**config.mk**
```make
export PLATFORM = sky130hd
export DESIGN_NAME = parallel_link_byte_transfer
export DESIGN_NICKNAME = d
export VERILOG_FILES = /design/src/rtl/plbt_pkg.sv /design/src/rtl/parallel_link_byte_transfer.sv
export SDC_FILE = /design/constraint.sdc
export NUM_CORES = 1
export LEC_CHECK = 0
export ABC_AREA = 1
export CORE_MARGIN = 2
export CORE_UTILIZATION = 30
export DETAILED_ROUTE_END_ITERATION = 16
export DONT_BUFFER_PORTS = 1
export GPL_TIMING_DRIVEN = 0
export PLACE_DENSITY = 0.5
export SLEW_MARGIN = 15
export SYNTH_ARGS = -nofsm -noshare
export SYNTH_HDL_FRONTEND = slang
export SYNTH_SLANG_ARGS = --single-unit
```
**constraint.sdc**
```tcl
create_clock -name i_clk -period 4.05 [get_ports i_clk]
set_input_delay 0.2025 -clock i_clk [delete_from_list [all_inputs] [get_ports i_clk]]
set_output_delay 0.2025 -clock i_clk [all_outputs]
set_load 0.01 [all_outputs]
```
**src/rtl/plbt_pkg.sv**
```systemverilog
// ----------------------------------------------------------------------------
// plbt_pkg
// Shared types, register indexes and step tables for the parallel link byte
// transfer block.
// ----------------------------------------------------------------------------
package plbt_pkg;

    // Width of the poll counter by default.
    localparam int POLL_COUNT_BITS_DEF = 16;

    // Configuration register widths and reset values.
    localparam int CFG_DATA_W = 16;
    localparam int CFG_IDX_W  = 2;

    localparam logic [15:0] POLL_LIMIT_RST   = 16'd1000;
    localparam logic [7:0]  SETTLE_TICKS_RST = 8'd4;
    localparam logic [4:0]  RECV_RETRIES_RST = 5'd20;

    // Configuration register indexes.
    localparam logic [CFG_IDX_W-1:0] CFG_POLL_LIMIT   = 2'd0;
    localparam logic [CFG_IDX_W-1:0] CFG_SETTLE_TICKS = 2'd1;
    localparam logic [CFG_IDX_W-1:0] CFG_RECV_RETRIES = 2'd2;

    // Input modes.
    localparam logic [1:0] MODE_SEND = 2'd1;
    localparam logic [1:0] MODE_RECV = 2'd2;

    // Partner status codes.
    localparam logic [1:0] STAT_ZERO = 2'd0;
    localparam logic [1:0] STAT_TWO  = 2'd2;
    localparam logic [1:0] STAT_IDLE = 2'd3;

    // Line patterns driven by the fixed steps.
    localparam logic [3:0] LINES_SEND_REQ  = 4'h9;
    localparam logic [3:0] LINES_RECV_REQ1 = 4'hB;
    localparam logic [3:0] LINES_RECV_REQ2 = 4'hF;
    localparam logic [3:0] LINES_BIT_REQ   = 4'hC;
    localparam logic [3:0] LINES_ZERO_ACK  = 4'hD;
    localparam logic [3:0] LINES_ONE_ACKA  = 4'hE;
    localparam logic [3:0] LINES_ONE_ACKB  = 4'hA;
    localparam logic [3:0] LINES_STROBE    = 4'h8;

    // Transfer steps, one-hot.
    typedef enum logic [12:0] {
        STEP_IDLE   = 13'b0000000000001,
        STEP_SREQ   = 13'b0000000000010,
        STEP_SG0    = 13'b0000000000100,
        STEP_SG1    = 13'b0000000001000,
        STEP_SG2    = 13'b0000000010000,
        STEP_RREQ1  = 13'b0000000100000,
        STEP_RREQ2  = 13'b0000001000000,
        STEP_RBIT   = 13'b0000010000000,
        STEP_RZERO  = 13'b0000100000000,
        STEP_RONEA  = 13'b0001000000000,
        STEP_RONEB  = 13'b0010000000000,
        STEP_RONEC  = 13'b0100000000000,
        STEP_RFINAL = 13'b1000000000000
    } t_step;

    // Full line pattern that a step drives.
    function automatic logic [3:0] step_value(t_step step, logic [7:0] tx_hold);
        logic [3:0] val;
        begin
            case (step)
                STEP_SREQ:   val = LINES_SEND_REQ;
                STEP_SG0:    val = {1'b0, tx_hold[2:0]};
                STEP_SG1:    val = {1'b1, tx_hold[5:3]};
                STEP_SG2:    val = {2'b00, tx_hold[7:6]};
                STEP_RREQ1:  val = LINES_RECV_REQ1;
                STEP_RREQ2:  val = LINES_RECV_REQ2;
                STEP_RBIT:   val = LINES_BIT_REQ;
                STEP_RZERO:  val = LINES_ZERO_ACK;
                STEP_RONEA:  val = LINES_ONE_ACKA;
                STEP_RONEB:  val = LINES_ONE_ACKB;
                STEP_RONEC:  val = LINES_STROBE;
                STEP_RFINAL: val = LINES_BIT_REQ;
                default:     val = 4'h0;
            endcase
            return val;
        end
    endfunction

    // Status that ends the wait of a step.
    function automatic logic [1:0] step_expect(t_step step);
        logic [1:0] st;
        begin
            case (step)
                STEP_SREQ, STEP_SG1, STEP_RREQ1, STEP_RONEA: st = STAT_TWO;
                STEP_RONEB:                                  st = STAT_ZERO;
                default:                                     st = STAT_IDLE;
            endcase
            return st;
        end
    endfunction

endpackage

```
**src/rtl/parallel_link_byte_transfer.sv**
```systemverilog
// ----------------------------------------------------------------------------
// parallel_link_byte_transfer
// Host side of a four-line handshaked link: sends and receives single bytes,
// one status sample per input beat.
// ----------------------------------------------------------------------------
// The result of an input beat is registered and is valid in the cycle after
// it is accepted. Throughput: one beat per cycle unless a waiting result is
// stalled; the transfer sequencer is updated in a single pass per beat, and
// the result register frees as it is read.
// Reset (synchronous, active low) returns the sequencer to idle, clears all
// counters and lines, and restores the register defaults.
module parallel_link_byte_transfer
    import plbt_pkg::*;
#(
    parameter int POLL_COUNT_BITS = POLL_COUNT_BITS_DEF
) (
    input  logic                  i_clk,
    input  logic                  i_rst_n,
    // Configuration write port.
    input  logic                  i_cfg_we,
    input  logic [CFG_IDX_W-1:0]  i_cfg_idx,
    input  logic [CFG_DATA_W-1:0] i_cfg_data,
    // Input channel.
    input  logic                  i_valid,
    output logic                  o_stall,
    input  logic [1:0]            i_mode,
    input  logic [7:0]            i_tx_byte,
    input  logic [1:0]            i_line_in,
    // Result channel.
    output logic                  o_valid,
    input  logic                  i_stall,
    output logic [3:0]            o_line_out,
    output logic                  o_busy_res,
    output logic                  o_done_res,
    output logic [7:0]            o_rx_byte,
    output logic                  o_error
);

    localparam int LIM_W = (POLL_COUNT_BITS > 16) ? POLL_COUNT_BITS : 16;
    localparam logic [POLL_COUNT_BITS-1:0] CNT_MAX = {POLL_COUNT_BITS{1'b1}};

    // Configuration registers.
    logic [15:0] r_poll_limit;
    logic [7:0]  r_settle_ticks;
    logic [4:0]  r_recv_retries;

    // Sequencer state.
    t_step                      r_step, n_step;
    logic                       r_wait, n_wait;
    logic [POLL_COUNT_BITS-1:0] r_poll_cnt, n_poll_cnt;
    logic [7:0]                 r_settle_cnt, n_settle_cnt;
    logic [4:0]                 r_retry, n_retry;
    logic [7:0]                 r_shift, n_shift;
    logic [3:0]                 r_bit_cnt, n_bit_cnt;
    logic [7:0]                 r_tx_hold, n_tx_hold;
    logic [3:0]                 r_lines, n_lines;

    // Result register.
    logic       r_out_valid;
    logic [3:0] r_out_lines;
    logic       r_out_busy;
    logic       r_out_done;
    logic [7:0] r_out_rx;
    logic       r_out_err;

    logic       in_accept;
    logic       fin, fin_err, fin_rx;
    logic [LIM_W-1:0] lim;

    // The input is held off only while a result waits and is stalled.
    assign o_stall   = r_out_valid & i_stall;
    assign in_accept = i_valid & ~o_stall;

    // Effective poll limit: zero acts as one, clamped to the counter range.
    always_comb begin
        lim = (r_poll_limit == 16'd0) ? LIM_W'(1) : LIM_W'(r_poll_limit);
        if (lim > LIM_W'(CNT_MAX)) begin
            lim = LIM_W'(CNT_MAX);
        end
    end

    // Next state of the sequencer for one beat.
    always_comb begin
        logic       do_enter;
        logic       do_strobe;
        t_step      ent_step;
        t_step      str_step;
        logic       hit;
        logic [3:0] val;

        do_enter  = 1'b0;
        do_strobe = 1'b0;
        ent_step  = STEP_IDLE;
        str_step  = STEP_IDLE;
        hit       = 1'b0;
        val       = 4'h0;

        n_step       = r_step;
        n_wait       = r_wait;
        n_poll_cnt   = r_poll_cnt;
        n_settle_cnt = r_settle_cnt;
        n_retry      = r_retry;
        n_shift      = r_shift;
        n_bit_cnt    = r_bit_cnt;
        n_tx_hold    = r_tx_hold;
        n_lines      = r_lines;
        fin          = 1'b0;
        fin_err      = 1'b0;
        fin_rx       = 1'b0;

        if (r_step == STEP_IDLE) begin
            // Start a transfer.
            if (i_mode == MODE_SEND) begin
                n_tx_hold = i_tx_byte;
                do_enter  = 1'b1;
                ent_step  = STEP_SREQ;
            end else if (i_mode == MODE_RECV) begin
                n_retry   = 5'd0;
                n_bit_cnt = 4'd0;
                n_shift   = 8'd0;
                do_enter  = 1'b1;
                ent_step  = STEP_RREQ1;
            end
        end else if (!r_wait) begin
            // Settle: hold the low lines, then raise the full value.
            if (r_settle_cnt != 8'd0) begin
                n_settle_cnt = r_settle_cnt - 8'd1;
            end
            if (n_settle_cnt == 8'd0) begin
                do_strobe = 1'b1;
                str_step  = r_step;
            end
        end else begin
            // Poll the partner status.
            hit = (r_step == STEP_RBIT) ? (i_line_in != STAT_IDLE)
                                        : (i_line_in == step_expect(r_step));
            if (hit) begin
                case (r_step)
                    STEP_SREQ: begin
                        do_enter = 1'b1;
                        ent_step = STEP_SG0;
                    end
                    STEP_SG0: begin
                        do_enter = 1'b1;
                        ent_step = STEP_SG1;
                    end
                    STEP_SG1: begin
                        do_enter = 1'b1;
                        ent_step = STEP_SG2;
                    end
                    STEP_SG2: begin
                        fin = 1'b1;
                    end
                    STEP_RREQ1: begin
                        do_enter = 1'b1;
                        ent_step = STEP_RREQ2;
                    end
                    STEP_RREQ2: begin
                        do_enter = 1'b1;
                        ent_step = STEP_RBIT;
                    end
                    STEP_RBIT: begin
                        n_shift   = {i_line_in != STAT_TWO, r_shift[7:1]};
                        n_bit_cnt = r_bit_cnt + 4'd1;
                        do_enter  = 1'b1;
                        ent_step  = (i_line_in != STAT_TWO) ? STEP_RONEA : STEP_RZERO;
                    end
                    STEP_RONEA: begin
                        do_enter = 1'b1;
                        ent_step = STEP_RONEB;
                    end
                    STEP_RONEB: begin
                        do_enter = 1'b1;
                        ent_step = STEP_RONEC;
                    end
                    STEP_RZERO, STEP_RONEC: begin
                        do_enter = 1'b1;
                        ent_step = (r_bit_cnt >= 4'd8) ? STEP_RFINAL : STEP_RBIT;
                    end
                    default: begin
                        n_step = STEP_IDLE;
                        n_wait = 1'b0;
                    end
                endcase
            end else begin
                if (r_poll_cnt != CNT_MAX) begin
                    n_poll_cnt = r_poll_cnt + POLL_COUNT_BITS'(1);
                end
                if (LIM_W'(n_poll_cnt) >= lim) begin
                    // A request that times out is retried until the
                    // attempts run out; any other timeout ends the transfer.
                    if (r_step inside {STEP_RREQ1, STEP_RREQ2}) begin
                        n_retry = r_retry + 5'd1;
                        if (n_retry >= r_recv_retries || n_retry == 5'd0) begin
                            fin     = 1'b1;
                            fin_err = 1'b1;
                        end else begin
                            do_enter = 1'b1;
                            ent_step = STEP_RREQ1;
                        end
                    end else begin
                        fin     = 1'b1;
                        fin_err = 1'b1;
                    end
                end
            end
        end

        // Enter a step: the low lines change first, the strobe keeps its value.
        if (do_enter) begin
            val          = step_value(ent_step, n_tx_hold);
            n_lines      = {r_lines[3], val[2:0]};
            n_settle_cnt = r_settle_ticks;
            if (r_settle_ticks == 8'd0) begin
                do_strobe = 1'b1;
                str_step  = ent_step;
            end else begin
                n_step = ent_step;
                n_wait = 1'b0;
            end
        end

        // Drive the full value and start waiting, or end after the final step.
        if (do_strobe) begin
            n_lines = step_value(str_step, n_tx_hold);
            if (str_step == STEP_RFINAL) begin
                fin    = 1'b1;
                fin_rx = 1'b1;
            end else begin
                n_step     = str_step;
                n_wait     = 1'b1;
                n_poll_cnt = '0;
            end
        end

        if (fin) begin
            n_step = STEP_IDLE;
            n_wait = 1'b0;
        end
    end

    // Configuration registers.
    always_ff @(posedge i_clk) begin
        if (!i_rst_n) begin
            r_poll_limit   <= POLL_LIMIT_RST;
            r_settle_ticks <= SETTLE_TICKS_RST;
            r_recv_retries <= RECV_RETRIES_RST;
        end else if (i_cfg_we) begin
            case (i_cfg_idx)
                CFG_POLL_LIMIT:   r_poll_limit   <= i_cfg_data[15:0];
                CFG_SETTLE_TICKS: r_settle_ticks <= i_cfg_data[7:0];
                CFG_RECV_RETRIES: r_recv_retries <= i_cfg_data[4:0];
                default: begin
                end
            endcase
        end
    end

    // Sequencer state advances on each accepted beat.
    always_ff @(posedge i_clk) begin
        if (!i_rst_n) begin
            r_step       <= STEP_IDLE;
            r_wait       <= 1'b0;
            r_poll_cnt   <= '0;
            r_settle_cnt <= 8'd0;
            r_retry      <= 5'd0;
            r_shift      <= 8'd0;
            r_bit_cnt    <= 4'd0;
            r_tx_hold    <= 8'd0;
            r_lines      <= 4'd0;
        end else if (in_accept) begin
            r_step       <= n_step;
            r_wait       <= n_wait;
            r_poll_cnt   <= n_poll_cnt;
            r_settle_cnt <= n_settle_cnt;
            r_retry      <= n_retry;
            r_shift      <= n_shift;
            r_bit_cnt    <= n_bit_cnt;
            r_tx_hold    <= n_tx_hold;
            r_lines      <= n_lines;
        end
    end

    // Result register valid flag.
    always_ff @(posedge i_clk) begin
        if (!i_rst_n) begin
            r_out_valid <= 1'b0;
        end else if (in_accept) begin
            r_out_valid <= 1'b1;
        end else if (!i_stall) begin
            r_out_valid <= 1'b0;
        end
    end

    // Result register payload.
    always_ff @(posedge i_clk) begin
        if (in_accept) begin
            r_out_lines <= n_lines;
            r_out_busy  <= (n_step != STEP_IDLE);
            r_out_done  <= fin;
            r_out_rx    <= (fin && fin_rx) ? n_shift : 8'd0;
            r_out_err   <= fin && fin_err;
        end
    end

    assign o_valid    = r_out_valid;
    assign o_line_out = r_out_lines;
    assign o_busy_res = r_out_busy;
    assign o_done_res = r_out_done;
    assign o_rx_byte  = r_out_rx;
    assign o_error    = r_out_err;

    // A finished beat never reports the transfer as still running.
    a_done_not_busy: assert property (@(posedge i_clk) disable iff (!i_rst_n)
        o_valid && o_done_res |-> !o_busy_res)
        else $error("done beat reports busy");

    // An error or a received byte only appears on a finished beat.
    a_err_with_done: assert property (@(posedge i_clk) disable iff (!i_rst_n)
        o_valid && (o_error || o_rx_byte != 8'd0) |-> o_done_res)
        else $error("error or data outside a done beat");

    // The idle step never carries a pending wait.
    a_idle_no_wait: assert property (@(posedge i_clk) disable iff (!i_rst_n)
        r_step == STEP_IDLE |-> !r_wait)
        else $error("idle step with wait flag set");

    // The receive bit counter never runs past one byte.
    a_bit_cnt_range: assert property (@(posedge i_clk) disable iff (!i_rst_n)
        r_bit_cnt <= 4'd8)
        else $error("bit counter beyond eight");

    // The sequencer only moves on an accepted beat.
    a_state_holds: assert property (@(posedge i_clk) disable iff (!i_rst_n)
        !in_accept |=> $stable(r_step) && $stable(r_lines))
        else $error("sequencer moved without an accepted beat");

endmodule

```
==> reports/metrics.cfg <==
[final_layout]
drive_gt1_frac = 0.228
final_area_mm2 = 0.0108
most-common-layout-cells = 227 x nand2_1, 196 x inv_1, 90 x nor2_1
mostFrequentLayoutCell = nand2_1
area_growth_pct = 27.4
nets = 1440
n_fill_cell = 2967
diodes = 0

[synth]
synth_ff_type = dfxtp_1
yosysSeqAreaShare = 0.283
syn-num-nets = 1360
synth_edf_count = 15
synth_cell_types = 54
yosys_warnings = 0
syn_area_per_cell_um2 = 6.54
ys_ff_latch = 112
syn_area_mm2 = 0.00846
async_reset_ff_frac = 0
synthCells = 1295

[setup_path]
cp-end-kind = flop
critPathKind = flop to flop
r2r_start = r_poll_cnt[1]
path_max_fanout = 5
worst-r2r-cell-count = 32
crit_start = r_poll_cnt[1]
critical_path.most_common_cell = nand2_1
critPathLaunchType = flop
cp.required_ns = 4.17
rr_endpoint = o_busy_res
worstPathArrival_ns = 4.49
critPathMaxStageDelay_ns = 0.41
endpoint = o_busy_res
crit_path_top_delay_cell = dfxtp_1
reg2reg_slack_ns = -0.32

[die]
rows = 61
die-area_mm2 = 0.0296
die_w_um = 172
core_mm2 = 0.0278
initial_core_util = 0.305
die_y_um = 172
io_pins = 52

[timing]
tightest_slew_ns = 1.01
layout_min_cycle_time_ns = 4.37
fmax_mhz = 229
slew_violations = 0
min_period_over_period = 1.08
setup_ws_ns = -0.317
final_hold_viol_count = 0
finalSetupViolCount = 30
slew_headroom = 0.322
grt_setup_unrepaired = yes
clock_skew_ns = 0.0131

[cts]
cts_buffer_depth = 2
root_buffer = clkbuf_16
clk_latency_ns = 0.37
cts_buffers = 9
cts_tree = built
clkSinkCount = 112
htree_levels = 3
cts.clk_slew.worst_paths_ns = 0.08

[power_and_ir_drop]
finalPower_mw = 3.31
vdd_drop_max_uv = 198
cellPowerDensity_mw_per_mm2 = 307
p_leak_nw = 4.86

[global_routing]
overflow = 0
grt_max_degree = 25
grtUsageTotal = 0.199
grt_pass1_vias = 8276
antenna_found_initial = 0
grt_pass1_wl_mm = 45.2

[routing]
antenna_left = 0
viasPerCell = 5.14
vias = 9028
drtIter0Drc = 541
first_pass_iters = 5
wire_per_inst_um = 17.0
wirelength_mm = 29.9
drc = 0

[status]
run_status = finished, violations left
violations = negative setup slack

[placed_design]
placed_area_mm2 = 0.00894
hpwl_mm = 22.2
io_buffers = 0
place.gp.congestion = 0.961

[worst_hold_path]
hold_class = primary input to flop

[run]
drv_cap = 0

-- flip-flops by register name, indices dropped and copies added (netlist names) --
name and count:
r_retry 5, o_done_res 1, o_line_out 4, r_wait 1, r_step 13, r_lines 4, o_busy_res 1, r_poll_cnt 16
r_bit_cnt 4, r_poll_limit 16, o_valid 1, r_recv_retries 5, r_tx_hold 8, o_rx_byte 8, r_shift 8, o_error 1
r_settle_ticks 8, r_settle_cnt 8
-- power by group --
part           total [mW]  switching (mW)  internal [mW]
Combinational        1.03           0.675          0.357
Clock                1.00           0.455          0.550
Sequential           1.28          0.0735           1.20
Total                3.31            1.20           2.11
-- stage by stage --
stage	setup TNS, ns	hold WS (ns)	std cells	worst slack, ns	util
floorplan	0	0.333	1295	0.0132	-
global placement	-34.38	0.338	1673	-1.14	0.322
detailed placement	-33.52	0.343	1673	-1.12	0.322
CTS	-2.34	0.0151	1741	-0.283	0.364
global route	-17.17	0.0394	1758	-0.646	0.388
finish	-3.87	0.0222	1758	-0.317	0.388
-- cells by family (layout without fill, tap and decap cells) --
| logic type | Yosys count | after routing | share of synthesized area |
|---|---|---|---|
| AOI/OAI and AO/OA | 272 | 272 | 0.192 |
| xor gates and xnor gates | 11 | 11 | 0.0123 |
| adders and majority gates | 30 | 30 | 0.0443 |
| buffers and inverters | 275 | 360 | 0.133 |
| DFF | 112 | 112 | 0.283 |
| and+or+nand+nor | 595 | 595 | 0.336 |
-- worst min path at each step --
stage | start | slack (ns) | depth (start not counted) | to
floorplan | i_cfg_data[3] | 0.33 | 2 | r_poll_limit[3]
global placement | i_cfg_data[6] | 0.34 | 2 | r_poll_limit[6]
detailed placement | i_cfg_data[4] | 0.34 | 2 | r_recv_retries[4]
CTS | i_cfg_data[12] | 0.02 | 2 | r_poll_limit[12]
global route | i_cfg_data[1] | 0.04 | 2 | r_recv_retries[1]
finish | i_cfg_data[13] | 0.02 | 2 | r_poll_limit[13]
-- synth_stat cells (all sizes together), types with 25 or more instances --
library cell	number	area share
dfxtp	97	0.23
ha	30	0.044
nand3	110	0.073
nand4	38	0.031
nor2	134	0.072
nand2	257	0.12
inv	215	0.095
clkbuf	29	0.013
o21ai	102	0.063
o211ai	25	0.022
a21oi	88	0.052
buf	27	0.023
nor3	36	0.024
-- area by class of cell --
class | instances | area [µm²] | share of cell area
timing repair buffer | 69 | 616 | 0.0571
multi-input combinational | 908 | 5780 | 0.536
buffer | 56 | 344 | 0.0319
clock buffer | 9 | 225 | 0.0209
tap | 378 | 473 | 0.0439
clock inverter | 7 | 100 | 0.00928
inverter | 219 | 843 | 0.0782
sequential | 112 | 2400 | 0.223
-- layer usage --
metal / vias to the layer above / track usage / share of wire
met4: 0 / 0.0731 / 0.031
met3: 53 / 0.0307 / 0.049
met5: - / 0 / 0
met1: 4236 / 0.265 / 0.45
li1: 4490 / - / -
met2: 249 / 0.326 / 0.47
-- worst max-delay path: cells and delay by family, from the launching register on --
family / cells / cell delay [ns]
AND/OR/NAND/NOR: 25 / 2.48
adder cells (fa/ha/maj): 2 / 0.53
flip-flops: 1 / 0.41
buffers and inverters: 4 / 0.50
AO/OA/AOI/OAI: 1 / 0.20
-- repair_timing --
item                                    in CTS  in global routing
pin swaps                                   45                 48
endpoints found under the hold margin       16                  0
endpoints found under the setup margin      56                 56
gates cloned                                 3                  1
gates resized for setup                    107                131
buffers inserted                            37                 18
hold buffers                                12                  0
No activity file was read; power rests on OpenSTA's default activity.
